<file path="config.mk">
export PLATFORM = sky130hd
export DESIGN_NAME = pit_fifo
export DESIGN_NICKNAME = d
export VERILOG_FILES = /design/src/pit_pkg.sv /design/src/pit_fifo.sv
export SDC_FILE = /design/constraint.sdc
export NUM_CORES = 1
export LEC_CHECK = 0
export ABC_AREA = 1
export CAP_MARGIN = 25
export CELL_PAD_IN_SITES_DETAIL_PLACEMENT = 2
export CELL_PAD_IN_SITES_GLOBAL_PLACEMENT = 2
export CORE_MARGIN = 8
export CORE_UTILIZATION = 41
export DETAILED_ROUTE_END_ITERATION = 8
export DONT_BUFFER_PORTS = 1
export GPL_ROUTABILITY_DRIVEN = 0
export GPL_TIMING_DRIVEN = 0
export PLACE_DENSITY = 0.79
export SLEW_MARGIN = 10
export SYNTH_ARGS = -nofsm -noshare
export SYNTH_HDL_FRONTEND = slang
export SYNTH_SLANG_ARGS = --single-unit
export TNS_END_PERCENT = 1
</file>
<file path="constraint.sdc">
create_clock -name clk -period 6.7 [get_ports clk]
set_input_delay 1.34 -clock clk [delete_from_list [all_inputs] [get_ports clk]]
set_output_delay 1.34 -clock clk [all_outputs]
set_load 0.05 [all_outputs]
</file>
<file path="src/pit_pkg.sv">
`timescale 1ns / 1ps
package pit_pkg;

  localparam int KEY_W      = 64;
  localparam int FACE_W     = 6;
  localparam int NOW_W      = 32;
  localparam int RTT_W      = 31;
  localparam int CFG_DATA_W = 64;
  localparam int CFG_IDX_W  = 1;
  localparam int MASK_W     = 64;

  // Register indexes on the configuration port
  localparam logic [CFG_IDX_W-1:0] CFG_RTT  = 1'b0;
  localparam logic [CFG_IDX_W-1:0] CFG_MASK = 1'b1;

  // Item kinds
  localparam logic ACT_INTEREST = 1'b0;
  localparam logic ACT_DATA     = 1'b1;

  // Classified item as it travels from front to back
  typedef struct packed {
    logic              action;
    logic [KEY_W-1:0]  key;
    logic [FACE_W-1:0] face;
    logic              timer_expired;
    logic              cacheable;
    logic [NOW_W-1:0]  now;
  } item_t;

  typedef struct packed {
    logic              pending_found;
    logic [63:0]       faces;
    logic              entry_cacheable;
    logic [NOW_W-1:0]  entry_time;
    logic              table_full;
  } result_t;

  typedef enum logic [2:0] {
    ST_CLEAR,
    ST_IDLE,
    ST_SCAN,
    ST_FETCH,
    ST_EXEC
  } state_t;

endpackage

</file>
<file path="src/pit_fifo.sv">
`timescale 1ns / 1ps
module pit_fifo (
  input  logic           clk,
  input  logic           rst,
  input  logic           push_valid,
  output logic           push_ready,
  input  pit_pkg::item_t push_item,
  output logic           pop_valid,
  input  logic           pop_ready,
  output pit_pkg::item_t pop_item
);
  import pit_pkg::*;

  item_t       slots [2];
  logic        wr_ptr;
  logic        rd_ptr;
  logic [1:0]  count;
  logic        do_push;
  logic        do_pop;

  assign push_ready = (count != 2'd2);
  assign pop_valid  = (count != 2'd0);
  assign pop_item   = slots[rd_ptr];
  assign do_push    = push_valid && push_ready;
  assign do_pop     = pop_valid && pop_ready;

  // Pointers and fill level
  always_ff @(posedge clk) begin
    if (rst) begin
      wr_ptr <= 1'b0;
      rd_ptr <= 1'b0;
      count  <= 2'd0;
    end else begin
      if (do_push) wr_ptr <= ~wr_ptr;
      if (do_pop)  rd_ptr <= ~rd_ptr;
      count <= count + 2'(do_push) - 2'(do_pop);
    end
  end

  always_ff @(posedge clk) begin
    if (do_push) begin
      slots[wr_ptr] <= push_item;
    end
  end

endmodule

</file>
* Word level (Yosys, flattened, before mapping)
Memory sizes are Yosys's and may differ from the RTL's. A register that Yosys moved wholly into a read port is not among the register bits.
Cells that the tools add are included.
** Storage, ports and cells
- Word-level logic and storage cells :: 16
- Memory bits (writable) :: 210
- Bits in registers :: 4
- Input bits :: 109
- Memories :: 1
** Memory list
- slots :: depth 2, bits a word 105, rd ports 1, clocked after Yosys merged registers in 1, wr ports 1, RTL line pit_fifo.sv:14 : item_t slots [2];
** Cells by class
- Eq/ne operators :: 1
- Add/sub/neg operators :: 2
- Muxes and demuxes :: 4
- Bitwise gates (word level) :: 2
- Reduce and logical (&&, ||, !) cells :: 3
** Operators with widths (number)
- $mux 1 :: 4
- $add 2x1->2 :: 1
- $logic_and 1x1->1 :: 2
- $ne 2x2->1 const B :: 1
- $not 1->1 :: 2
- $reduce_bool 2->1 :: 1
- $sub 2x1->2 :: 1

* Depth between registers and ports, before layout
- Depth in word-level cells :: 4
- Mapped depth :: 11
- Mapped depth without buffers :: 11

* Worst setup path before layout
OpenSTA, ideal clock, no wires.
- Kind :: input to register
- Start point :: input port push_valid
- End point :: memory slots[0][0] (netlist bit), enable pin
- Buffers on the path :: 0
- Library setup time :: 570 ps
- Stages :: 2
- Path slack :: 329 ps
- Arrival time :: 5801 ps
- Data required time :: 6130 ps
- Cell sequence :: nand2_1 -> nor2_1
** On the way
- Cells in the longest elaborated chain, start to end :: 3
** Ends and longest elaborated chain
- from (decl) :: RTL line pit_fifo.sv:5 : input logic push_valid,
- $logic_and 1x1->1 :: RTL line pit_fifo.sv:24 : assign do_push = push_valid && push_ready;
- $mux 1 :: RTL line pit_fifo.sv:41 : if (do_push) begin
- $mux 1 (not written as such) :: RTL line pit_fifo.sv:42 : slots[wr_ptr] <= push_item;
- to (decl) :: RTL line pit_fifo.sv:14
Every way passes these cells.

==> reports/qor.csv <==
metric,value,unit
core area,19400,µm²
CTS Buffer Depth,3,
leading area contributor after synthesis,edfxtp_1,
initial antenna violation count,0,
Final Hold Vio Count,0,
starting density of the core,0.416,
Diodes inserted,0,
number of I/O port buffers,0,
crit path launch type,flip-flop,
Post-Synthesis Cells,364,
CTS Hold Bufs,0,
initial DRC count,122,
final critical-path share of the clock period,0.469,
DRT Wirelength,18100,µm
"commonest non-fill, non-tap cell in the layout",edfxtp_1,
root buf cell,clkbuf_16,
top area cells in the synthesized netlist,"edfxtp_1, mux2_4, mux2_2, buf_12, dfxtp_1",
first-pass GRT wire length,25700,µm
f_max,318,MHz
fillers,1730,
"Net Count, Synth",475,
"Setup Fix Bufs, Post-CTS",0,
total track usage,0.142,
wire per inst,26.6,µm
Worst Hold Depth,2,
max-cap violation count,0,
H-tree levels,1,
largest net degree at the start of global routing,82,
# nets final,507,
# rows,51,
mapped cell area,8070,µm²
Leak,3.18,nW
DP Cell Count,635,
worst vdd ir,0.244,mV
Num CTS Buffers,24,
Die ar.,24400,µm²
Slew HR,0.593,
RSZ-0062 raised after global routing,false,
"commonest non-fill, non-tap cells in the layout","edfxtp_1, mux2_2, mux2_4, clkbuf_16, clkinv_1",
"Seq/Total Area, Yosys",0.794,
status,completed,
clock sink count,215,
Mean Syn Cell Area,22.2,µm²
DRC viols,0,
Detailed Routing Iterations Pass 1,4,
Hold WC Path Type,flip-flop to flip-flop,
antenna-violating nets left,0,
Final Non-Filler Cells,679,
final core occ,0.481,
count of pins over their slew limit,0,
Worst R2R Path Depth,5,
fin crit period,3.14,ns
WP data required,5.36,ns
GR Overflow Total,0,
clk_skew,0.0101,ns
setup TNS,0,ns
register area,6410,µm²
Area Overhead vs Synth,15.5,%
worst-path maximum fanout,10,
area occupied by multi-input gates,1490,µm²
area share of the largest cell type after synthesis,0.781,
CTS tree,done,
die height,156,µm
vias,3390,
Die W,156,µm
clock latency on the worst-skew pair,0.51,ns
Synth cell types,14,
worst-margin pin slew,0.609,ns
final setup violation count,0,
crit path DAT,1.80,ns
Ys Warns,0,
DP HPWL,13000,µm
Yosys reg bits,215,
io pins,216,
vias in the first global route,3859,
Hold WS,0.542,ns
share of layout cells above drive strength 1,0.382,
Via density,4.99,
CTS resizes,0,
P per Cell Area,475,nW/µm²
crit end category,output port,
clk slew on worst S/H paths,0.05,ns
kind of critical path,flip-flop to output port,
Power Total,4.43,mW
==> metrics by stage <==
stage	area, µm²	setup WS [ns]
2_1_floorplan	8070	0.329
3_3_place_gp	8400	-1.91
3_5_place_dp	8570	4.04
4_1_cts	9330	3.49
5_1_grt	9330	3.48
6_report	9330	3.56
==> worst paths after layout <==
| kind | startpoint | endpoint | slack [ns] |
|---|---|---|---|
| max | flip-flop | pop_item[31] | 3.56 |
| min | rd_ptr | flip-flop | 0.54 |
| max reg2reg | count[0] | slots[1][40] | 4.42 |
| min reg2reg | rd_ptr | flip-flop | 0.54 |
==> power breakdown <==
part	total, mW	internal (mW)	switching, mW
clock	1.25	0.750	0.495
sequential	1.76	1.70	0.0547
combinational	1.42	0.373	1.05
==> sequential cells by signal, indices dropped and copies added, names as in the netlist, named ones only <==
signal  count
slots     210
wr_ptr      1
count       2
rd_ptr      1
==> per-layer routing <==
layer | up-vias | wire length (µm) | GRT usage
li1 | 1489 | - | -
met1 | 1695 | 6030 | 0.143
met2 | 181 | 9010 | 0.246
met3 | 25 | 2520 | 0.0805
met4 | 0 | 497 | 0.0412
met5 | - | 0 | 0
==> critical path, stage by stage (launching register included) <==
cell     delay [ns]
dfxtp_1        0.32
buf_6          0.13
buf_2          0.32
mux2_2         0.53
==> final cells by class <==
cell class                      instances  area share
Buffer                                 12      0.0162
Clock buffer                           27      0.0679
Clock inverter                         17      0.0136
Inverter                                8     0.00376
Multi-Input combinational cell        129       0.160
Sequential cell                       215       0.687
Tap cell                              265      0.0356
Timing Repair Buffer                    6      0.0161
==> synth_stat cells <==
cell type  count
buf_6          1
ha_1           2
inv_1          8
mux2_2        55
nor2_1         9
nand2_1        8
mux2_4        50
dfxtp_1        5
buf_2          5
buf_8          1
buf_12         5
nand3_1        3
edfxtp_1     210
a21oi_1        2
==> cell families after synthesis <==
logic type | Yosys count | synth area share
adders and majority gates | 2 | 0.00310
and+or+nand+nor | 20 | 0.00977
muxes | 105 | 0.170
buffers and inverters | 20 | 0.0225
AOI/OAI and AO/OA | 2 | 0.00124
DFF | 215 | 0.794
Note: power is estimated with default switching activity, not from simulation.
