## src/pit_pkg.sv

```systemverilog
`timescale 1ns / 1ps
package pit_pkg;

  localparam int KEY_W      = 64;
  localparam int FACE_W     = 6;
  localparam int NOW_W      = 32;
  localparam int RTT_W      = 31;
  localparam int CFG_DATA_W = 64;
  localparam int CFG_IDX_W  = 1;
  localparam int MASK_W     = 64;

  // Register indexes on the configuration port
  localparam logic [CFG_IDX_W-1:0] CFG_RTT  = 1'b0;
  localparam logic [CFG_IDX_W-1:0] CFG_MASK = 1'b1;

  // Item kinds
  localparam logic ACT_INTEREST = 1'b0;
  localparam logic ACT_DATA     = 1'b1;

  // Classified item as it travels from front to back
  typedef struct packed {
    logic              action;
    logic [KEY_W-1:0]  key;
    logic [FACE_W-1:0] face;
    logic              timer_expired;
    logic              cacheable;
    logic [NOW_W-1:0]  now;
  } item_t;

  typedef struct packed {
    logic              pending_found;
    logic [63:0]       faces;
    logic              entry_cacheable;
    logic [NOW_W-1:0]  entry_time;
    logic              table_full;
  } result_t;

  typedef enum logic [2:0] {
    ST_CLEAR,
    ST_IDLE,
    ST_SCAN,
    ST_FETCH,
    ST_EXEC
  } state_t;

endpackage

```

## src/pit_if.sv

```systemverilog
`timescale 1ns / 1ps
// Input channel: one interest or data item per transfer
interface pit_in_if;
  logic        valid;
  logic        ready;
  logic        action;
  logic [63:0] chunk_tag;
  logic [5:0]  arrival_face;
  logic        timer_expired;
  logic        cacheable;
  logic [31:0] now;

  modport source (output valid, action, chunk_tag, arrival_face, timer_expired,
                  cacheable, now, input ready);
  modport sink (input valid, action, chunk_tag, arrival_face, timer_expired,
                cacheable, now, output ready);
endinterface


```

## src/pit_front.sv

```systemverilog
`timescale 1ns / 1ps
module pit_front (
  input  logic                  clk,
  input  logic                  rst,
  pit_in_if.sink                item,
  input  logic [63:0]           mask,
  output logic                  push_valid,
  input  logic                  push_ready,
  output pit_pkg::item_t        push_item
);
  import pit_pkg::*;

  logic  held;
  item_t held_item;

  // Input register: free when empty or when its item moves on this cycle
  assign item.ready = !held || push_ready;
  assign push_valid = held;
  assign push_item  = held_item;

  always_ff @(posedge clk) begin
    if (rst) begin
      held <= 1'b0;
    end else if (item.ready) begin
      held <= item.valid;
    end
  end

  // Key is the chunk identifier with representation bits cleared
  always_ff @(posedge clk) begin
    if (item.valid && item.ready) begin
      held_item.action        <= item.action;
      held_item.key           <= item.chunk_tag & ~mask;
      held_item.face          <= item.arrival_face;
      held_item.timer_expired <= item.timer_expired;
      held_item.cacheable     <= item.cacheable;
      held_item.now           <= item.now;
    end
  end

endmodule

```

## src/flat_wrapper.sv

```systemverilog
// flat-port wrapper written by rule: the top's interface ports become plain ports
module pit_front_flat import pit_pkg::*;
  (clk, rst, mask, push_valid, push_ready, push_item, item_valid, item_action, item_chunk_tag, item_arrival_face, item_timer_expired, item_cacheable, item_now, item_ready);
  pit_in_if item_i ();
  input  logic clk;
  input  logic rst;
  input  logic [63:0] mask;
  output logic push_valid;
  input  logic push_ready;
  output pit_pkg::item_t push_item;
  input wire logic [$bits(item_i.valid)-1:0] item_valid;
  input wire logic [$bits(item_i.action)-1:0] item_action;
  input wire logic [$bits(item_i.chunk_tag)-1:0] item_chunk_tag;
  input wire logic [$bits(item_i.arrival_face)-1:0] item_arrival_face;
  input wire logic [$bits(item_i.timer_expired)-1:0] item_timer_expired;
  input wire logic [$bits(item_i.cacheable)-1:0] item_cacheable;
  input wire logic [$bits(item_i.now)-1:0] item_now;
  output wire logic [$bits(item_i.ready)-1:0] item_ready;
  assign item_i.valid = item_valid;
  assign item_i.action = item_action;
  assign item_i.chunk_tag = item_chunk_tag;
  assign item_i.arrival_face = item_arrival_face;
  assign item_i.timer_expired = item_timer_expired;
  assign item_i.cacheable = item_cacheable;
  assign item_i.now = item_now;
  assign item_ready = item_i.ready;
  pit_front u_core (.clk(clk), .rst(rst), .item(item_i), .mask(mask), .push_valid(push_valid), .push_ready(push_ready), .push_item(push_item));
endmodule
```

## config.mk

```make
export PLATFORM = sky130hd
export DESIGN_NAME = pit_front_flat
export DESIGN_NICKNAME = d
export VERILOG_FILES = /design/src/pit_pkg.sv /design/src/pit_if.sv /design/src/pit_front.sv /design/src/flat_wrapper.sv
export SDC_FILE = /design/constraint.sdc
export NUM_CORES = 1
export LEC_CHECK = 0
export BUFFER_PORTS_ARGS = -buffer_cell sky130_fd_sc_hd__buf_2
export CAP_MARGIN = 20
export CORE_ASPECT_RATIO = 0.5
export CORE_MARGIN = 2
export CORE_UTILIZATION = 42
export DETAILED_ROUTE_END_ITERATION = 16
export PLACE_DENSITY = 0.84
export SLEW_MARGIN = 20
export SYNTH_ARGS = -nofsm -noshare
export SYNTH_HDL_FRONTEND = slang
export SYNTH_SLANG_ARGS = --single-unit
```

## constraint.sdc

```tcl
create_clock -name clk -period 2.7 [get_ports clk]
set_input_delay 0.27 -clock clk [delete_from_list [all_inputs] [get_ports clk]]
set_output_delay 0.27 -clock clk [all_outputs]
set_load 0.01 [all_outputs]
```

# Word level (Yosys, flattened, before mapping)

Index checks and enable logic that the tools add are counted.

Add/sub/neg operators: 0
Multipliers: 0
Divide/modulo/power cells: 0
Order comparisons: 0
Eq/ne operators: 0
Shift operators: 0
Muxes and demuxes: 0
Bitwise operators: 2
Reductions and logical operators: 3

Operators by type and width:

| cell              | count |
|---|---|
| 64-bit AND        | 1 |
| 64-bit inverter   | 1 |
| 1-bit logical AND | 1 |
| 1-bit zero test   | 1 |
| 1-bit logical OR  | 1 |

Register bits: 106
Latch bits: 0
RAM bits: 0
Memory bits (read-only): 0
Input bits: 173
Output and inout bits: 107
Logic and storage cells: 12
Memories kept: 0

# Logic depth before layout (Yosys ltp)

Gate-level depths: netlist of the first run.

Depth after elaboration: 3
Depth in mapped cells: 2
Mapped depth without buffers: 2

# Worst setup path after synthesis of the first run

Ideal clock, no wire load.

Path kind: register to register
From: register u_core.held, in the netlist u_core.push_valid
To: register u_core.held_item, in the netlist u_core.push_item[0], enable pin
Setup time: 391 ps
Arrival: 1271 ps
Required time: 2309 ps
Path slack: 1038 ps
Stages on the path, launching flop included: 3
Buffers on the path: 0
Period minus slack after synthesis: 1662 ps
Cell sequence: dfxtp_1 -> nand2b_4 -> and2_4

Cells in the longest elaborated chain, start to end: 3

RTL lines:

| element                | line               | text |
|---|---|---|
| start, declared        | pit_front.sv:13    | `logic held;` |
| start signal, assigned | pit_front.sv:25    | `held <= item.valid;` |
| 1-bit zero test        | pit_front.sv:17    | `assign item.ready = !held \|\| push_ready;` |
| 1-bit logical OR       | pit_front.sv:17    |  |
| net item_ready         | flat_wrapper.sv:18 | `output wire logic [$bits(item_i.ready)-1:0] item_ready;` |
| 1-bit logical AND      | pit_front.sv:31    | `if (item.valid && item.ready) begin` |
| end, declared          | pit_front.sv:14    | `item_t held_item;` |

The timed path passes the listed nets, and every way through them passes these cells.
A chain may end at the register's enable or synchronous reset.

# Final worst setup path of the first run

From: register u_core.held, in the netlist u_core.push_valid
To: register u_core.held_item, in the netlist u_core.push_item[33], enable pin

Cells in the longest elaborated chain, start to end: 3

RTL lines:

| element           | line |
|---|---|
| 1-bit zero test   | pit_front.sv:17 |
| 1-bit logical OR  | pit_front.sv:17 |
| 1-bit logical AND | pit_front.sv:31 |

Every way passes these cells.

==> results of run 1 <==
==> routing by layer <==
| layer | vias to the layer above | wire length, µm |
|---|---|---|
| met5 | - | 12 |
| met4 | 2 | 262 |
| met3 | 28 | 506 |
| met2 | 92 | 5290 |
| met1 | 1181 | 3440 |
| li1 | 1217 | - |
==> power by group <==
group / switching, mW / total, mW / internal, mW
logic: 0.186 / 0.367 / 0.180
registers: 0.0241 / 1.96 / 1.93
clock network: 0.507 / 1.30 / 0.797
==> through the flow <==
stage	cells	setup WS [ns]	power (mW)	util, %	cell area, µm²
floorplan	174	1.04	2.12	-	3610
global placement	566	1.27	2.35	63.2	5160
detailed placement	566	1.24	2.36	63.2	5160
CTS	580	1.29	3.67	66.8	5460
global route	580	1.23	3.76	66.8	5460
finish	580	1.29	3.63	66.8	5460
==> worst reg2reg max path, delay by kind of cell (launching register included) <==
kind | cells | cell delay [ns]
buffers and inverters | 1 | 0.41
AND/OR/NAND/NOR | 2 | 0.23
flip-flops | 1 | 0.34
==> cell families (layout without fill, tap and decap cells) <==
logic type	after synthesis	in the layout
buffers and inverters	1	295
AOI/OAI and AO/OA	1	1
DFF	106	106
and+or+nand+nor	66	66
==> cells in the final DEF (no fill, tap or decap) <==
cell type  netlist  final
clkinv_1         0      1
clkbuf_1         0      1
clkbuf_16        0      9
inv_1            1      1
buf_2            0    279
nor2b_1         64     64
dfxtp_1          1      1
bufinv_16        0      2
nand2b_4         1      1
a21oi_2          1      1
clkinv_2         0      1
and2_4           1      1
edfxtp_1       105    105
buf_12           0      1
==> path summary, 6_finish.rpt <==
path                                              to  cells past startpoint               from  slack [ns]
worst max-delay path            u_core.push_item[33]                      3  u_core.push_valid        1.29
worst min-delay path               u_core.push_valid                      2                rst        0.11
worst max register to register  u_core.push_item[33]                      3  u_core.push_valid        1.29
worst min register to register     u_core.push_valid                      2  u_core.push_valid        0.51
==> area by class of cell <==
| class | count | area [µm²] |
|---|---|---|
| Fill cell | 615 | 2710 |
| Sequential cell | 106 | 3170 |
| Inverter | 1 | 3.75 |
| Clock buffer | 10 | 229 |
| Timing Repair Buffer | 280 | 1420 |
| Tap cell | 112 | 140 |
| Multi-Input combinational cell | 67 | 432 |
| Clock inverter | 4 | 68.8 |
==> Yosys cell counts <==
| cell | number | area (µm²) |
|---|---|---|
| nand2b_4 | 1 | 13.8 |
| nor2b_1 | 64 | 400 |
| edfxtp_1 | 105 | 3150 |
| and2_4 | 1 | 8.76 |
| a21oi_2 | 1 | 8.76 |
| inv_1 | 1 | 3.75 |
| dfxtp_1 | 1 | 20.0 |
==> sequential cells by signal, summed over array words and instances (netlist names) <==
| name | flops |
|---|---|
| u_core.push_item | 105 |
| u_core.push_valid | 1 |
==> flow_summary.ini, run 1 <==
[drt]
dr.pass1.iters = 4
ant_nets = 0
wirelength_um = 9510
wl_per_cell_um = 16.4
drtIter0Drc = 155
vias = 2520
drc = 0
vias_per_cell = 4.34

[grt]
grt_pass1_wl_um = 13800
grt_pass1_vias = 2645
grt_use_met2_pct = 37.7
antenna_found_initial = 1
grt_max_degree = 106
grt_use_total_pct = 20.5
grt.overflow.total = 0
grt_busiest_layer = met2
grt_use_met3_pct = 6.87
use_met1_pct = 21.3

[die]
fp.dieH_um = 69.5
num_io_pins = 280
dieWidth_um = 135
fp.dieArea_mm2 = 0.00939
start_util_pct = 44.2
fp.coreArea_mm2 = 0.00817
rows = 23

[yosys]
synth_xor_area_share_pct = 0
synth_cell_types = 7
synth_cells = 174
ys_seq_elements = 106
synth.area.mux_share_pct = 0
syn_area_mm2 = 0.00361
yosys.area_share.simple_pct = 11.7
syn_nets = 347
synth_top_family_by_area = simple AND/OR/NAND/NOR gates
postSynthAreaPerCell_um2 = 20.7
synth-seq-area-share_pct = 87.9
synth_compound_area_share_pct = 0.243
yosysWarnings = 0
synthAdderAreaFrac_pct = 0

[setup_path]
end_kind = flip-flop
crit_chain = nand2b_4 > and2_4 > buf_12
required_ns = 2.66
cp.buffers_inverters = 1
cp_slowest_cell = buf_12
critPathTopFamily = buffers and inverters
cp-start-kind = flip-flop
critPathMaxStageDelay_ns = 0.41
crit_type = reg2reg
critPathMaxFanout = 105
arrival_ns = 1.38

[timing]
slew_violations = 0
grt_setup_unrepaired = no
tightest_slew_ns = 0.551
hold_ws_ns = 0.111
final-setup-viol-count = 0
post-route-period-util_pct = 52.3
setup_tns_ns = 0
layout_min_cycle_time_ns = 1.41
hold_viol_final = 0
finClkSkew_ns = 0.00696
fmax_mhz = 708
timing.slew.headroom_pct = 63.3

[placement]
numPortBuffers = 279
place_hpwl_um = 7720
gp_congestion = 0.892

[flow_run]
drv_cap = 0

[clock_network]
path_clk_slew_ns = 0.06
clock_sinks = 106
postCtsHoldBufs = 0
max-clock-path-buffers = 2
cts_resized = 0
cts_tree = yes
clk_latency_ns = 0.33
cts_max_level = 3
numCtsBuffers = 9
cts_setup_buffers = 0
clockRootBuffer = clkbuf_16

[power_and_ir_drop]
ir_drop_mv = 0.422
leakage_nw = 2.47
p_per_area_mw_per_mm2 = 664

[cells_and_area]
area_growth_pct = 51.4
final_net_count = 638
layout-drive-gt1-share_pct = 63.0
n_antenna_cell = 0

[outcome]
status = complete, no violations

[hold_path]
hold_class = in2reg
Note: power is estimated with default switching activity, not from simulation.
==> inputs of run 2 (changes only) <==
Settings changed: CORE_UTILIZATION 42 to 35, PLACE_DENSITY 0.84 to 0.75.
Clock period 2.7 ns to 1.2 ns, I/O delays scaled along.
==> run 2 against run 1 <==
Sequential share of layout area decreased by 4.7 points. Worst hold slack got worse by 0.076 ns. Register-to-register slack got worse by 1.2 ns. Combinational power increased to 2.6 times the previous value. Non-clock buffer count increased by 46. Via count increased by 8.5%. Die area increased by 19%. Final cell count increased by 13%. Largest power group unchanged.
==> flow_summary.ini, run 2 (synthesis results as in run 1) <==
[drt]
drtIter0Drc = 115
vias = 2733
vias_per_cell = 4.17
drc = 0
wirelength_um = 10100
wl_per_cell_um = 15.4
dr.pass1.iters = 4
ant_nets = 0

[cells_and_area]
multiInputGateArea_um2 = 432
final_common_cell = buf_2
fill_cells = 853
final_net_count = 684
area_growth_pct = 64.7
layout-drive-gt1-share_pct = 58.9
final_cell_mix = 279 x buf_2, 105 x edfxtp_1, 64 x nor2b_1
n_antenna_cell = 0
ff_latch_area_mm2 = 0.00317
largest_reg_flops = 105

[timing]
grt_setup_unrepaired = yes
setup_tns_ns = 0
timing.slew.headroom_pct = 84.9
tightest_slew_ns = 0.226
final-setup-viol-count = 0
post-route-period-util_pct = 96.3
hold_ws_ns = 0.0348
layout_min_cycle_time_ns = 1.16
hold_viol_final = 0
setup_slack_ns = 0.0443
fmax_mhz = 865
slew_violations = 0
finClkSkew_ns = 0.00594

[grt]
grt_use_total_pct = 17.4
grt_pass1_vias = 2660
antenna_found_initial = 0
grt_pass1_wl_um = 14100
grt_max_degree = 40
grt.overflow.total = 0

[placement]
numPortBuffers = 279
place_ws_ns = 0.0386
place_hpwl_um = 8020
gp_congestion = 0.809

[die]
fp.dieArea_mm2 = 0.0112
fp.coreArea_mm2 = 0.0101
rows = 26
fp.dieH_um = 75.8
num_io_pins = 280
start_util_pct = 35.7
dieWidth_um = 148

[power_and_ir_drop]
leakage_nw = 2.66
ir_drop_mv = 0.678
p_per_area_mw_per_mm2 = 1350
power_mw = 8.01

[clock_network]
path_clk_slew_ns = 0.07
max-clock-path-buffers = 2
clockRootBuffer = clkbuf_16
clk_latency_ns = 0.33
cts_max_level = 3
cts_tree = yes
cts_resized = 0
clock_sinks = 106
numCtsBuffers = 9

[setup_path]
required_ns = 1.22
crit_type = reg2reg
end_kind = flip-flop
cp-start-kind = flip-flop
critPathMaxFanout = 39
arrival_ns = 1.18

[hold_path]
hold_class = in2reg

[outcome]
status = complete, no violations

[flow_run]
drv_cap = 0
-- run 2: per-layer routing --
layer  routed length, µm  vias to the layer above  GRT usage, %
met5                   0                        -             0
met4                 157                        0          5.88
met3                 434                       18          5.09
met2                5530                       69          30.6
met1                3980                     1334          21.3
li1                    -                     1312             -
-- run 2: final cells by class --
class | count | share of cell area (%)
clock inverters | 7 | 0.926
multi-input cells | 67 | 7.26
inverters | 1 | 0.0631
well taps | 140 | 2.95
flip-flops and latches | 106 | 53.4
repair buffers | 326 | 31.6
clock buffers | 9 | 3.79
-- run 2: stage by stage --
| stage | cell area (µm²) | instances | util (%) |
|---|---|---|---|
| 2_1_floorplan | 3610 | 174 | - |
| 3_3_place_gp | 5240 | 598 | 51.8 |
| 3_5_place_dp | 5240 | 598 | 51.8 |
| 4_1_cts | 5940 | 656 | 58.8 |
| 5_1_grt | 5940 | 656 | 58.8 |
| 6_report | 5940 | 656 | 58.8 |
-- run 2: path summary, 6_finish.rpt --
kind	from	to	slack [ns]	cells after the start
setup / recovery	u_core.push_valid	u_core.push_item[93]	0.04	3
hold / removal	item_valid	u_core.push_valid	0.03	3
setup reg to reg	u_core.push_valid	u_core.push_item[93]	0.04	3
hold reg to reg	u_core.push_valid	u_core.push_valid	0.48	2
-- run 2: what timing repair did --
action / in CTS / in global routing
setup buffers: 0 / 0
hold endpoints to repair: 42 / 0
hold buffers: 42 / 0
setup endpoints to repair: 0 / 12
-- run 2: critical path, stage by stage (launching register included) --
cell,delay [ns]
dfxtp_2,0.33
nand2b_4,0.07
and2_4,0.20
buf_12,0.23
-- run 2: power by group --
group / total (mW) / leakage, nW / switching (mW) / internal (mW)
clock: 2.64 / 0.132 / 1.22 / 1.42
sequential: 4.40 / 1.04 / 0.0593 / 4.34
combinational: 0.967 / 1.48 / 0.454 / 0.512
total: 8.01 / 2.66 / 1.74 / 6.27
